`src/rtl/rgb_to_hsv_convert_assert.svh`:
```
// ----------------------------------------------------------------------------
// RGB to HSV converter assertion macros
// Shared property templates for the converter's concurrent checks.
// ----------------------------------------------------------------------------
`ifndef RGB_TO_HSV_CONVERT_ASSERT_SVH
`define RGB_TO_HSV_CONVERT_ASSERT_SVH

// Checks that a condition implies a consequence at the same clock edge.
`define RHC_ASSERT_IMPLY(lbl, clk, rst_n, cond, cons) \
    lbl: assert property (@(posedge clk) disable iff (!rst_n) (cond) |-> (cons)) \
        else $error("RHC implication check failed");

// Checks that a condition implies a consequence at the next clock edge.
`define RHC_ASSERT_NEXT(lbl, clk, rst_n, cond, cons) \
    lbl: assert property (@(posedge clk) disable iff (!rst_n) (cond) |=> (cons)) \
        else $error("RHC next-cycle check failed");

`endif

```
`src/rtl/rhc_pkg.sv`:
```
// ----------------------------------------------------------------------------
// RGB to HSV converter package
// Field widths and the quotient bundle carried along the divider row.
// ----------------------------------------------------------------------------
package rhc_pkg;
    localparam int FRAC_BITS = 16;
    localparam int HUE_W     = 16;
    localparam int SAT_W     = 17;
    localparam int VAL_W     = 16;

    typedef struct packed {
        logic [SAT_W-1:0] sat;
        logic [HUE_W-1:0] hue;
    } t_quot;
endpackage

```
`src/rtl/rhc_cell.sv`:
```
// ----------------------------------------------------------------------------
// RGB to HSV divider cell
// One restoring-division step for saturation and hue, registered.
// ----------------------------------------------------------------------------
module rhc_cell
    import rhc_pkg::*;
#(
    parameter int W = 19
) (
    input  logic             i_clk,
    input  logic             i_rst_n,
    input  logic             i_en,
    input  logic             i_valid,
    input  logic [W-1:0]     i_rem_s,
    input  logic [W-1:0]     i_den_s,
    input  logic [W-1:0]     i_rem_h,
    input  logic [W-1:0]     i_den_h,
    input  t_quot            i_quot,
    input  logic [VAL_W-1:0] i_val,
    output logic             o_valid,
    output logic [W-1:0]     o_rem_s,
    output logic [W-1:0]     o_den_s,
    output logic [W-1:0]     o_rem_h,
    output logic [W-1:0]     o_den_h,
    output t_quot            o_quot,
    output logic [VAL_W-1:0] o_val
);
    logic             r_valid;
    logic [W-1:0]     r_rem_s, r_den_s, r_rem_h, r_den_h;
    t_quot            r_quot;
    logic [VAL_W-1:0] r_val;

    logic [W:0]   ts, th;
    logic         ge_s, ge_h;
    logic [W-1:0] n_rem_s, n_rem_h;
    t_quot        n_quot;

    always_comb begin
        ts      = {i_rem_s, 1'b0};
        th      = {i_rem_h, 1'b0};
        ge_s    = ts >= {1'b0, i_den_s};
        ge_h    = th >= {1'b0, i_den_h};
        n_rem_s = ge_s ? W'(ts - {1'b0, i_den_s}) : W'(ts);
        n_rem_h = ge_h ? W'(th - {1'b0, i_den_h}) : W'(th);
        n_quot.sat = {i_quot.sat[SAT_W-2:0], ge_s};
        n_quot.hue = {i_quot.hue[HUE_W-2:0], ge_h};
    end

    always_ff @(posedge i_clk) begin
        if (!i_rst_n) begin
            r_valid <= 1'b0;
        end else if (i_en) begin
            r_valid <= i_valid;
        end
    end

    always_ff @(posedge i_clk) begin
        if (i_en) begin
            r_rem_s <= n_rem_s;
            r_den_s <= i_den_s;
            r_rem_h <= n_rem_h;
            r_den_h <= i_den_h;
            r_quot  <= n_quot;
            r_val   <= i_val;
        end
    end

    assign o_valid = r_valid;
    assign o_rem_s = r_rem_s;
    assign o_den_s = r_den_s;
    assign o_rem_h = r_rem_h;
    assign o_den_h = r_den_h;
    assign o_quot  = r_quot;
    assign o_val   = r_val;
endmodule

```
`config.mk`:
```
export PLATFORM = sky130hd
export DESIGN_NAME = rhc_cell
export DESIGN_NICKNAME = d
export VERILOG_FILES = /design/src/rtl/rgb_to_hsv_convert_assert.svh /design/src/rtl/rhc_pkg.sv /design/src/rtl/rhc_cell.sv
export SDC_FILE = /design/constraint.sdc
export NUM_CORES = 1
export LEC_CHECK = 0
export BUFFER_PORTS_ARGS = -buffer_cell sky130_fd_sc_hd__buf_2
export CAP_MARGIN = 15
export CORE_MARGIN = 5
export CORE_UTILIZATION = 44
export DETAILED_ROUTE_END_ITERATION = 6
export PLACE_DENSITY_LB_ADDON = 0.12
export REMOVE_ABC_BUFFERS = 1
export SLEW_MARGIN = 20
export SYNTH_ARGS = -nofsm -noshare
export SYNTH_HDL_FRONTEND = slang
export SYNTH_SLANG_ARGS = --single-unit
```
`constraint.sdc`:
```
create_clock -name i_clk -period 2.9 [get_ports i_clk]
set_input_delay 0.435 -clock i_clk [delete_from_list [all_inputs] [get_ports i_clk]]
set_output_delay 0.435 -clock i_clk [all_outputs]
set_load 0.01 [all_outputs]
```
==> flow_summary.ini, run 1 <==
[placement]
post-dp-hpwl_um = 12700
place_ws_ns = -0.0840
gp_congestion = 0.864
io_buffers = 252

[sta]
tightest_slew_ns = 0.560
fin_skew_ns = 0
fin_tns_setup_ns = 0
max-slew-margin-rel = 0.624
fin_crit_ns = 2.57
fin_ws_ns = 0.326
finalSetupViolations = 0
period_share = 0.888
fmax_mhz = 389
finalHoldViolations = 0
report.final.slew_viol_count = 0
whs_ns = 0.195
rsz0062_at_grt = false

[setup_path]
worstPathRequired_ns = 3.06
crit_buf_inv = 3
worstSetupPathType = in -> reg
worstPathMaxFanout = 12
arrival_ns = 2.73
r2r_start = o_valid$_SDFFE_PN0P_
cpPeakStageDelay_ns = 0.43
end_kind = flop
cpMaxStageDelayCell = fa_1
path_delay_family = compound AO/OA/AOI/OAI gates
critPathLaunch = i_den_s[0]
path_cells = buf_2, inv_1, fa_1, nand3_1, nand2_1, a21oi_1, a31o_2, o21ai_0, a211oi_2, buf_4, mux2_2
startpoint_type = input port

[global_routing]
grt-ovfl-total = 0
grt_pass1_wl_um = 24100
grt_max_degree = 75
antenna_found_initial = 1
grt_pass1_vias = 5104
grt_usage = 0.185

[hold_path]
hold_path.class = in -> reg
worstHoldStart = i_quot[8]

[layout]
final_common_cell = buf_2
multi_input_area_um2 = 2300
seqCellArea_um2 = 3770
final_util = 0.616
drive_above_1_share = 0.430
fin_nets = 951
layout_common_cells = buf_2 (251), edfxtp_1 (125), nand2_1 (42), inv_1 (41), ha_1 (38)
fillers = 1169
area_delta_synth_final_pct = 36.3
antenna_cells = 0

[status]
status = complete, no violations

[clock_network]
clk_pin_slew_ns = 0.06
cts_buffer_depth = 2
numCtsBuffers = 17
cts_root_buf = clkbuf_16
insertion_delay_ns = 0.41
htreeDepth = 4
post_cts.repair.setup_buffers = 0
cts_hold_buf = 0
post_cts_resize_count = 0
cts_tree = yes
cts_sinks = 126

[floorplan]
die_area_um2 = 16800
die_w_um = 130
pin_count = 255
initial_utilization = 0.452
row_count = 43
die_y_um = 130
coreArea_um2 = 13900

[synth]
synth-main-ff-cell = edfxtp_1
avgSynthCellArea_um2 = 12.7
yosysTopAreaCell = edfxtp_1
ys_ff_latch = 126
async_flop_share = 0
ys_warn_count = 0
ys_types = 54
syn_area_um2 = 6290
netlist_instances = 494
synth_top_area_frac = 0.596
synth-edff-count = 125
ys_top_cells_by_area = edfxtp_1 (60%), ha_1 (7.6%), mux2_2 (3.6%)
ys_seq_area_frac = 0.599

[detailed_routing]
vias_per_cell = 5.09
drc_errors = 0
drt_iter0_drc = 221
wl_per_cell_um = 16.6
vias = 4958
drt_pass1_iterations = 4
wl_um = 16100
antenna_left = 0

[pwr]
vdd_drop_max_mv = 0.341
finalPower_uw = 5540
p_leak_uw = 0.00387
powerDensity_nw_per_um2 = 645

[flow_run]
maxCapViolations = 0
## registers in the layout, summed over array words and instances, names as in the netlist
register and cells:
o_quot 33, o_den_h 19, o_den_s 19, o_rem_h 19, o_rem_s 19, o_val 16
o_valid 1
## through the flow
step                      area, µm²  instances
final                          8580        975
after global routing           8580        975
after CTS                      8580        975
after detailed placement       7970        943
after global placement         7970        943
after floorplan                6230        481
## layout make-up
| cell class | instances | share of cell area |
|---|---|---|
| clock buffers | 17 | 0.0496 |
| clock inverters | 15 | 0.0214 |
| inverters | 42 | 0.0184 |
| multi-input cells | 313 | 0.268 |
| flip-flops and latches | 126 | 0.440 |
| well taps | 180 | 0.0262 |
| repair buffers | 282 | 0.176 |
## synth_stat cells (2+ instances only)
| master | number |
|---|---|
| edfxtp_1 | 125 |
| and3_1 | 3 |
| and2_1 | 3 |
| mux2_4 | 4 |
| xnor2_1 | 16 |
| buf_2 | 2 |
| nand4_1 | 7 |
| ha_1 | 38 |
| a211o_1 | 3 |
| mux2i_1 | 3 |
| nor3b_1 | 3 |
| nor2b_1 | 2 |
| o31ai_1 | 2 |
| mux2_2 | 20 |
| a21oi_1 | 33 |
| clkbuf_1 | 8 |
| inv_1 | 41 |
| nand3_1 | 11 |
| a221o_1 | 2 |
| xor2_1 | 11 |
| nand2b_1 | 3 |
| a21o_1 | 10 |
| o21ai_0 | 26 |
| nor3_1 | 8 |
| buf_4 | 2 |
| nand2_1 | 42 |
| o211ai_1 | 5 |
| nor2_1 | 19 |
| fa_1 | 2 |
| a211oi_1 | 8 |
| o21bai_1 | 2 |
| o21a_1 | 8 |
## cell families (layout without fill, tap and decap cells)
| family | count (synthesis) | after routing | synth area share |
|---|---|---|---|
| AO/OA/AOI/OAI | 113 | 113 | 0.116 |
| flip-flops | 126 | 126 | 0.599 |
| adder cells (fa/ha/maj) | 40 | 40 | 0.0819 |
| buffers and inverters | 55 | 356 | 0.0356 |
| multiplexers | 27 | 27 | 0.0501 |
| XOR/XNOR | 27 | 27 | 0.0376 |
| AND/OR/NAND/NOR | 106 | 106 | 0.0789 |
## final timing paths
| kind | to | slack [ns] | cells past startpoint |
|---|---|---|---|
| setup reg to reg | o_valid$_SDFFE_PN0P_ | 2.32 | 2 |
| hold reg to reg | o_valid$_SDFFE_PN0P_ | 0.51 | 2 |
| setup / recovery | o_rem_s[8]$_DFFE_PP_ | 0.33 | 11 |
| hold / removal | o_quot[9]$_DFFE_PP_ | 0.19 | 1 |
## power breakdown
part	internal (µW)	switching (µW)
Sequential	2230	47.1
Combinational	501	579
Clock	1360	813
## per-layer routing
layer	track usage	wire length, µm
met2	0.342	8830
met3	0.0515	1100
met1	0.203	5930
met4	0.0648	267
met5	0	11
Power figures use the tool's default switching activity.
==> run 2: changes to the inputs <==
--- a/config.mk
+++ b/config.mk
@@ -7,8 +7,10 @@
 export LEC_CHECK = 0
 export BUFFER_PORTS_ARGS = -buffer_cell sky130_fd_sc_hd__buf_2
 export CAP_MARGIN = 15
+export CELL_PAD_IN_SITES_DETAIL_PLACEMENT = 1
+export CELL_PAD_IN_SITES_GLOBAL_PLACEMENT = 1
 export CORE_MARGIN = 5
-export CORE_UTILIZATION = 44
+export CORE_UTILIZATION = 34
 export DETAILED_ROUTE_END_ITERATION = 6
 export PLACE_DENSITY_LB_ADDON = 0.12
 export REMOVE_ABC_BUFFERS = 1
==> run 2 against run 1 <==
  * Power shrank 1.6%
  * Non-clock buffer count grew 12
  * Core utilization shrank 14 points
  * Combinational power grew 5%
  * Global-route usage shrank 0.71 points
  * Hold slack lost 0.0091 ns
  * Register-to-register slack lost 0.02 ns
  * Sequential cell count is the same
  * Count of clock-buffer cells in the layout is the same
  * Sequential share of layout area shrank 0.57 points
  * Critical path depth shrank 1
  * Maximum frequency grew 3.2%
==> flow_summary.ini, run 2 (same netlist as run 1, synthesis figures left out) <==
[detailed_routing]
drc_errors = 0
antenna_left = 0
wl_per_cell_um = 18.4
vias_per_cell = 4.91
drt_pass1_iterations = 4
drt_iter0_drc = 232
vias = 5087
wl_um = 19100

[setup_path]
path_cells = buf_2, ha_1, a21oi_1, nand2_1, a21oi_1, a31o_2, o21ai_0, a211oi_2, buf_12, mux2_2
path_delay_family = compound AO/OA/AOI/OAI gates
crit_buf_inv = 2
startpoint_type = input port
cpMaxStageDelayCell = mux2_2
end_kind = flop
worstPathMaxFanout = 20
critPathMostFrequentCell = a21oi_1
arrival_ns = 2.66
cpPeakStageDelay_ns = 0.35
worstSetupPathType = in -> reg
worstPathRequired_ns = 3.07

[sta]
fmax_mhz = 401
finalSetupViolations = 0
fin_crit_ns = 2.49
tightest_slew_ns = 0.600
finalHoldViolations = 0
max-slew-margin-rel = 0.600
fin_tns_setup_ns = 0
fin_skew_ns = 0
report.final.slew_viol_count = 0
period_share = 0.860
rsz0062_at_grt = false

[layout]
fin_nets = 963
layout_common_cells = buf_2 (251), edfxtp_1 (125), nand2_1 (42), inv_1 (41), buf_4 (41)
area_delta_synth_final_pct = 38.1
drive_above_1_share = 0.441
multi_input_area_um2 = 2300
final_common_cell = buf_2
seqCellArea_um2 = 3770
fillers = 2038
largest_reg_flops = 33
final_util = 0.481

[placement]
gp_congestion = 0.754
post-dp-hpwl_um = 15300
io_buffers = 252

[global_routing]
grt_usage = 0.178
grt_pass1_wl_um = 29900
antenna_found_initial = 3
grt_max_degree = 45
grt_pass1_vias = 5622
grt-ovfl-total = 0

[clock_network]
htreeDepth = 4
cts_buffer_depth = 2
post_cts.repair.setup_buffers = 0
insertion_delay_ns = 0.42
cts_tree = yes
post_cts_resize_count = 0
numCtsBuffers = 17
cts_root_buf = clkbuf_16
cts_hold_buf = 0
clk_pin_slew_ns = 0.07
cts_sinks = 126

[pwr]
internal_power_uw = 3880
seqPwrFrac = 0.418
p_leak_uw = 0.00391
p_sw_uw = 1560
p_sw_frac = 0.287
p_clk_frac = 0.375
p_comb_frac = 0.206
powerDensity_nw_per_um2 = 627
vdd_drop_max_mv = 0.411
finalPower_uw = 5450

[floorplan]
row_count = 49
pin_count = 255
die_area_um2 = 21300
die_w_um = 146
initial_utilization = 0.348
coreArea_um2 = 18100
die_y_um = 146

[flow_run]
maxCapViolations = 0

[hold_path]
hold_path.class = in -> reg

[status]
status = complete, no violations
run 2: layer usage:
layer	vias up	share of wire	track usage
li1	2443	-	-
met1	2451	0.40	0.197
met2	172	0.52	0.325
met3	17	0.068	0.0641
met4	4	0.012	0.0437
met5	-	0.00099	0
run 2: layout make-up:
type,count,area share
clock buffer,17,0.0489
antenna,1,0.000288
multi-input combinational,313,0.265
clock inverter,15,0.0164
sequential,126,0.434
timing repair buffer,294,0.184
inverter,42,0.0181
tap,229,0.0330
run 2: worst register-to-register path, stage by stage, from the launching register on:
cell,delay (ns)
dfxtp_1,0.32
mux2i_1,0.12
nor2b_1,0.06
run 2: power groups by stage:
| stage | logic (µW) | registers, µW | clock network [µW] |
|---|---|---|---|
| floorplan | 486 | 2420 | 0 |
| global placement | 1100 | 2310 | 0 |
| detailed placement | 1130 | 2320 | 0 |
| CTS | 1140 | 2280 | 2120 |
| global route | 1240 | 2300 | 2200 |
| finish | 1130 | 2280 | 2040 |
run 2: worst paths after layout:
kind | startpoint | endpoint | slack [ns] | cells after the start
min reg2reg | o_valid$_SDFFE_PN0P_ | o_valid$_SDFFE_PN0P_ | 0.54 | 2
max | i_rem_s[2] | o_rem_s[14]$_DFFE_PP_ | 0.41 | 10
min | i_val[13] | o_val[13]$_DFFE_PP_ | 0.19 | 1
max reg2reg | o_valid$_SDFFE_PN0P_ | o_valid$_SDFFE_PN0P_ | 2.30 | 2
run 2: metrics by stage:
step                      std cells  worst slack (ns)  hold WS [ns]  area (µm²)
after CTS                      1036             0.399         0.162        8690
after global placement         1004           -0.0286         0.498        8120
after detailed placement       1004           -0.0477         0.508        8120
after floorplan                 481            -0.982         0.534        6230
after global routing           1037             0.243         0.151        8690
final                          1037             0.406         0.186        8690
==> run 3: changes to the inputs <==
--- a/config.mk
+++ b/config.mk
@@ -6,11 +6,11 @@
 export NUM_CORES = 1
 export LEC_CHECK = 0
 export BUFFER_PORTS_ARGS = -buffer_cell sky130_fd_sc_hd__buf_2
-export CAP_MARGIN = 15
+export CAP_MARGIN = 20
 export CELL_PAD_IN_SITES_DETAIL_PLACEMENT = 1
 export CELL_PAD_IN_SITES_GLOBAL_PLACEMENT = 1
 export CORE_MARGIN = 5
-export CORE_UTILIZATION = 34
+export CORE_UTILIZATION = 38
 export DETAILED_ROUTE_END_ITERATION = 6
 export PLACE_DENSITY_LB_ADDON = 0.12
 export REMOVE_ABC_BUFFERS = 1
==> constraint.sdc (replaced) <==
create_clock -name i_clk -period 2.3 [get_ports i_clk]
set_input_delay 0.345 -clock i_clk [delete_from_list [all_inputs] [get_ports i_clk]]
set_output_delay 0.345 -clock i_clk [all_outputs]
set_load 0.01 [all_outputs]
==> run 3 against run 2 <==
  * Clock power increased by 36%
  * Global-route usage increased by 3.0 points
  * Setup slack got worse by 0.38 ns
  * Final cell count increased by 8.1%
  * Final area increased by 11%
  * Critical path depth increased by 2
  * Core utilization increased by 11 points
  * Sequential share of layout area decreased by 4.3 points
  * Sequential power increased by 26%
  * Die area decreased by 9.8%
  * Largest cell class unchanged
==> flow_summary.ini, run 3 (same netlist as run 1, synthesis figures left out) <==
[global_routing]
antenna_found_initial = 2
grt_max_degree = 63
grt_usage = 0.208
grt_pass1_vias = 6060
grt-ovfl-total = 0
grt_pass1_wl_um = 31900

[detailed_routing]
vias = 5568
drt_iter0_drc = 251
wl_um = 20900
vias_per_cell = 4.97
wl_per_cell_um = 18.7
antenna_left = 0
drc_errors = 0
drt_pass1_iterations = 4

[layout]
instances_no_fill = 1121
final_common_cell = buf_2
final_util = 0.589
largest_reg_flops = 33
layout_common_cells = buf_2 (251), buf_4 (130), edfxtp_1 (125), nand2_1 (41), inv_1 (37)
area_delta_synth_final_pct = 53.4
fin_nets = 1056
drive_above_1_share = 0.539

[clock_network]
insertion_delay_ns = 0.42
cts_sinks = 126
cts_tree = yes
cts_buffer_depth = 2
clk_pin_slew_ns = 0.06
cts_root_buf = clkbuf_16
numCtsBuffers = 17
htreeDepth = 4

[sta]
fin_tns_setup_ns = 0
finalHoldViolations = 0
fin_crit_ns = 2.27
rsz0062_at_grt = true
tightest_slew_ns = 0.447
finalSetupViolations = 0
period_share = 0.988
report.final.slew_viol_count = 0
max-slew-margin-rel = 0.699
fin_skew_ns = 0
fmax_mhz = 440

[floorplan]
die_y_um = 139
initial_utilization = 0.384
pin_count = 255
die_area_um2 = 19200
die_w_um = 139
row_count = 47
coreArea_um2 = 16400

[hold_path]
hold_path.class = in -> reg

[placement]
io_buffers = 252
dp.cells = 1077
gp_congestion = 0.876
post-dp-hpwl_um = 15900

[setup_path]
end_kind = flop
worstPathRequired_ns = 2.46
worstSetupPathType = in -> reg
arrival_ns = 2.44
startpoint_type = input port
worstPathMaxFanout = 7

[pwr]
powerDensity_nw_per_um2 = 764
p_leak_uw = 0.00440
vdd_drop_max_mv = 0.529

[status]
status = complete, no violations

[flow_run]
maxCapViolations = 0
## run 3: final timing paths
kind	slack (ns)	end	depth (start not counted)	startpoint
setup reg to reg	1.72	o_valid$_SDFFE_PN0P_	2	o_valid$_SDFFE_PN0P_
setup / recovery	0.03	o_rem_s[11]$_DFFE_PP_	12	i_den_s[0]
hold / removal	0.09	o_val[7]$_DFFE_PP_	1	i_val[7]
hold reg to reg	0.52	o_valid$_SDFFE_PN0P_	2	o_valid$_SDFFE_PN0P_
## run 3: through the flow
stage	setup WS [ns]	cell area [µm²]	hold slack, ns	power (µW)
after floorplan	-1.49	6230	0.444	3670
after global placement	-0.522	8730	0.498	4450
after detailed placement	-0.614	8730	0.506	4520
after CTS	-0.00751	9370	0.0754	7340
after global routing	-0.0434	9660	0.0706	7700
final	0.0284	9660	0.0908	7370
## run 3: layer usage
| metal | track usage | vias to the layer above | routed length, µm |
|---|---|---|---|
| li1 | - | 2630 | - |
| met5 | 0 | - | 20 |
| met3 | 0.0472 | 37 | 883 |
| met2 | 0.396 | 150 | 11600 |
| met1 | 0.226 | 2749 | 7970 |
| met4 | 0.0721 | 2 | 446 |
## run 3: final cells by class
type | count | area, µm²
repair buffers | 387 | 2320
diodes | 1 | 2.50
well taps | 220 | 275
fillers | 1818 | 6750
clock inverters | 15 | 174
flip-flops and latches | 126 | 3770
inverters | 42 | 160
multi-input cells | 313 | 2520
clock buffers | 17 | 425
## run 3: worst max-delay path, cell delays in order
cell and delay, ns:
buf_2 0.10, inv_2 0.05, fa_2 0.41, nand3_2 0.09, nand2_2 0.08, a21oi_2 0.18
a31o_2 0.21, o21ai_2 0.08, a211oi_2 0.22, buf_4 0.19, buf_8 0.14, mux2_2 0.34
## run 3: power breakdown
group          switching [µW]  internal [µW]  total (µW)  leakage, µW
Combinational             875            847        1720      0.00287
Clock                    1150           1630        2780     0.000293
Sequential               57.7           2810        2870      0.00123
## run 3: timing repair
item / in CTS / in global routing
setup endpoints to repair: 24 / 28
cloned: 1 / 0
pin swaps: 3 / 17
resized for setup: 8 / 41
hold buffers: 0 / 0
buffers inserted: 2 / 8
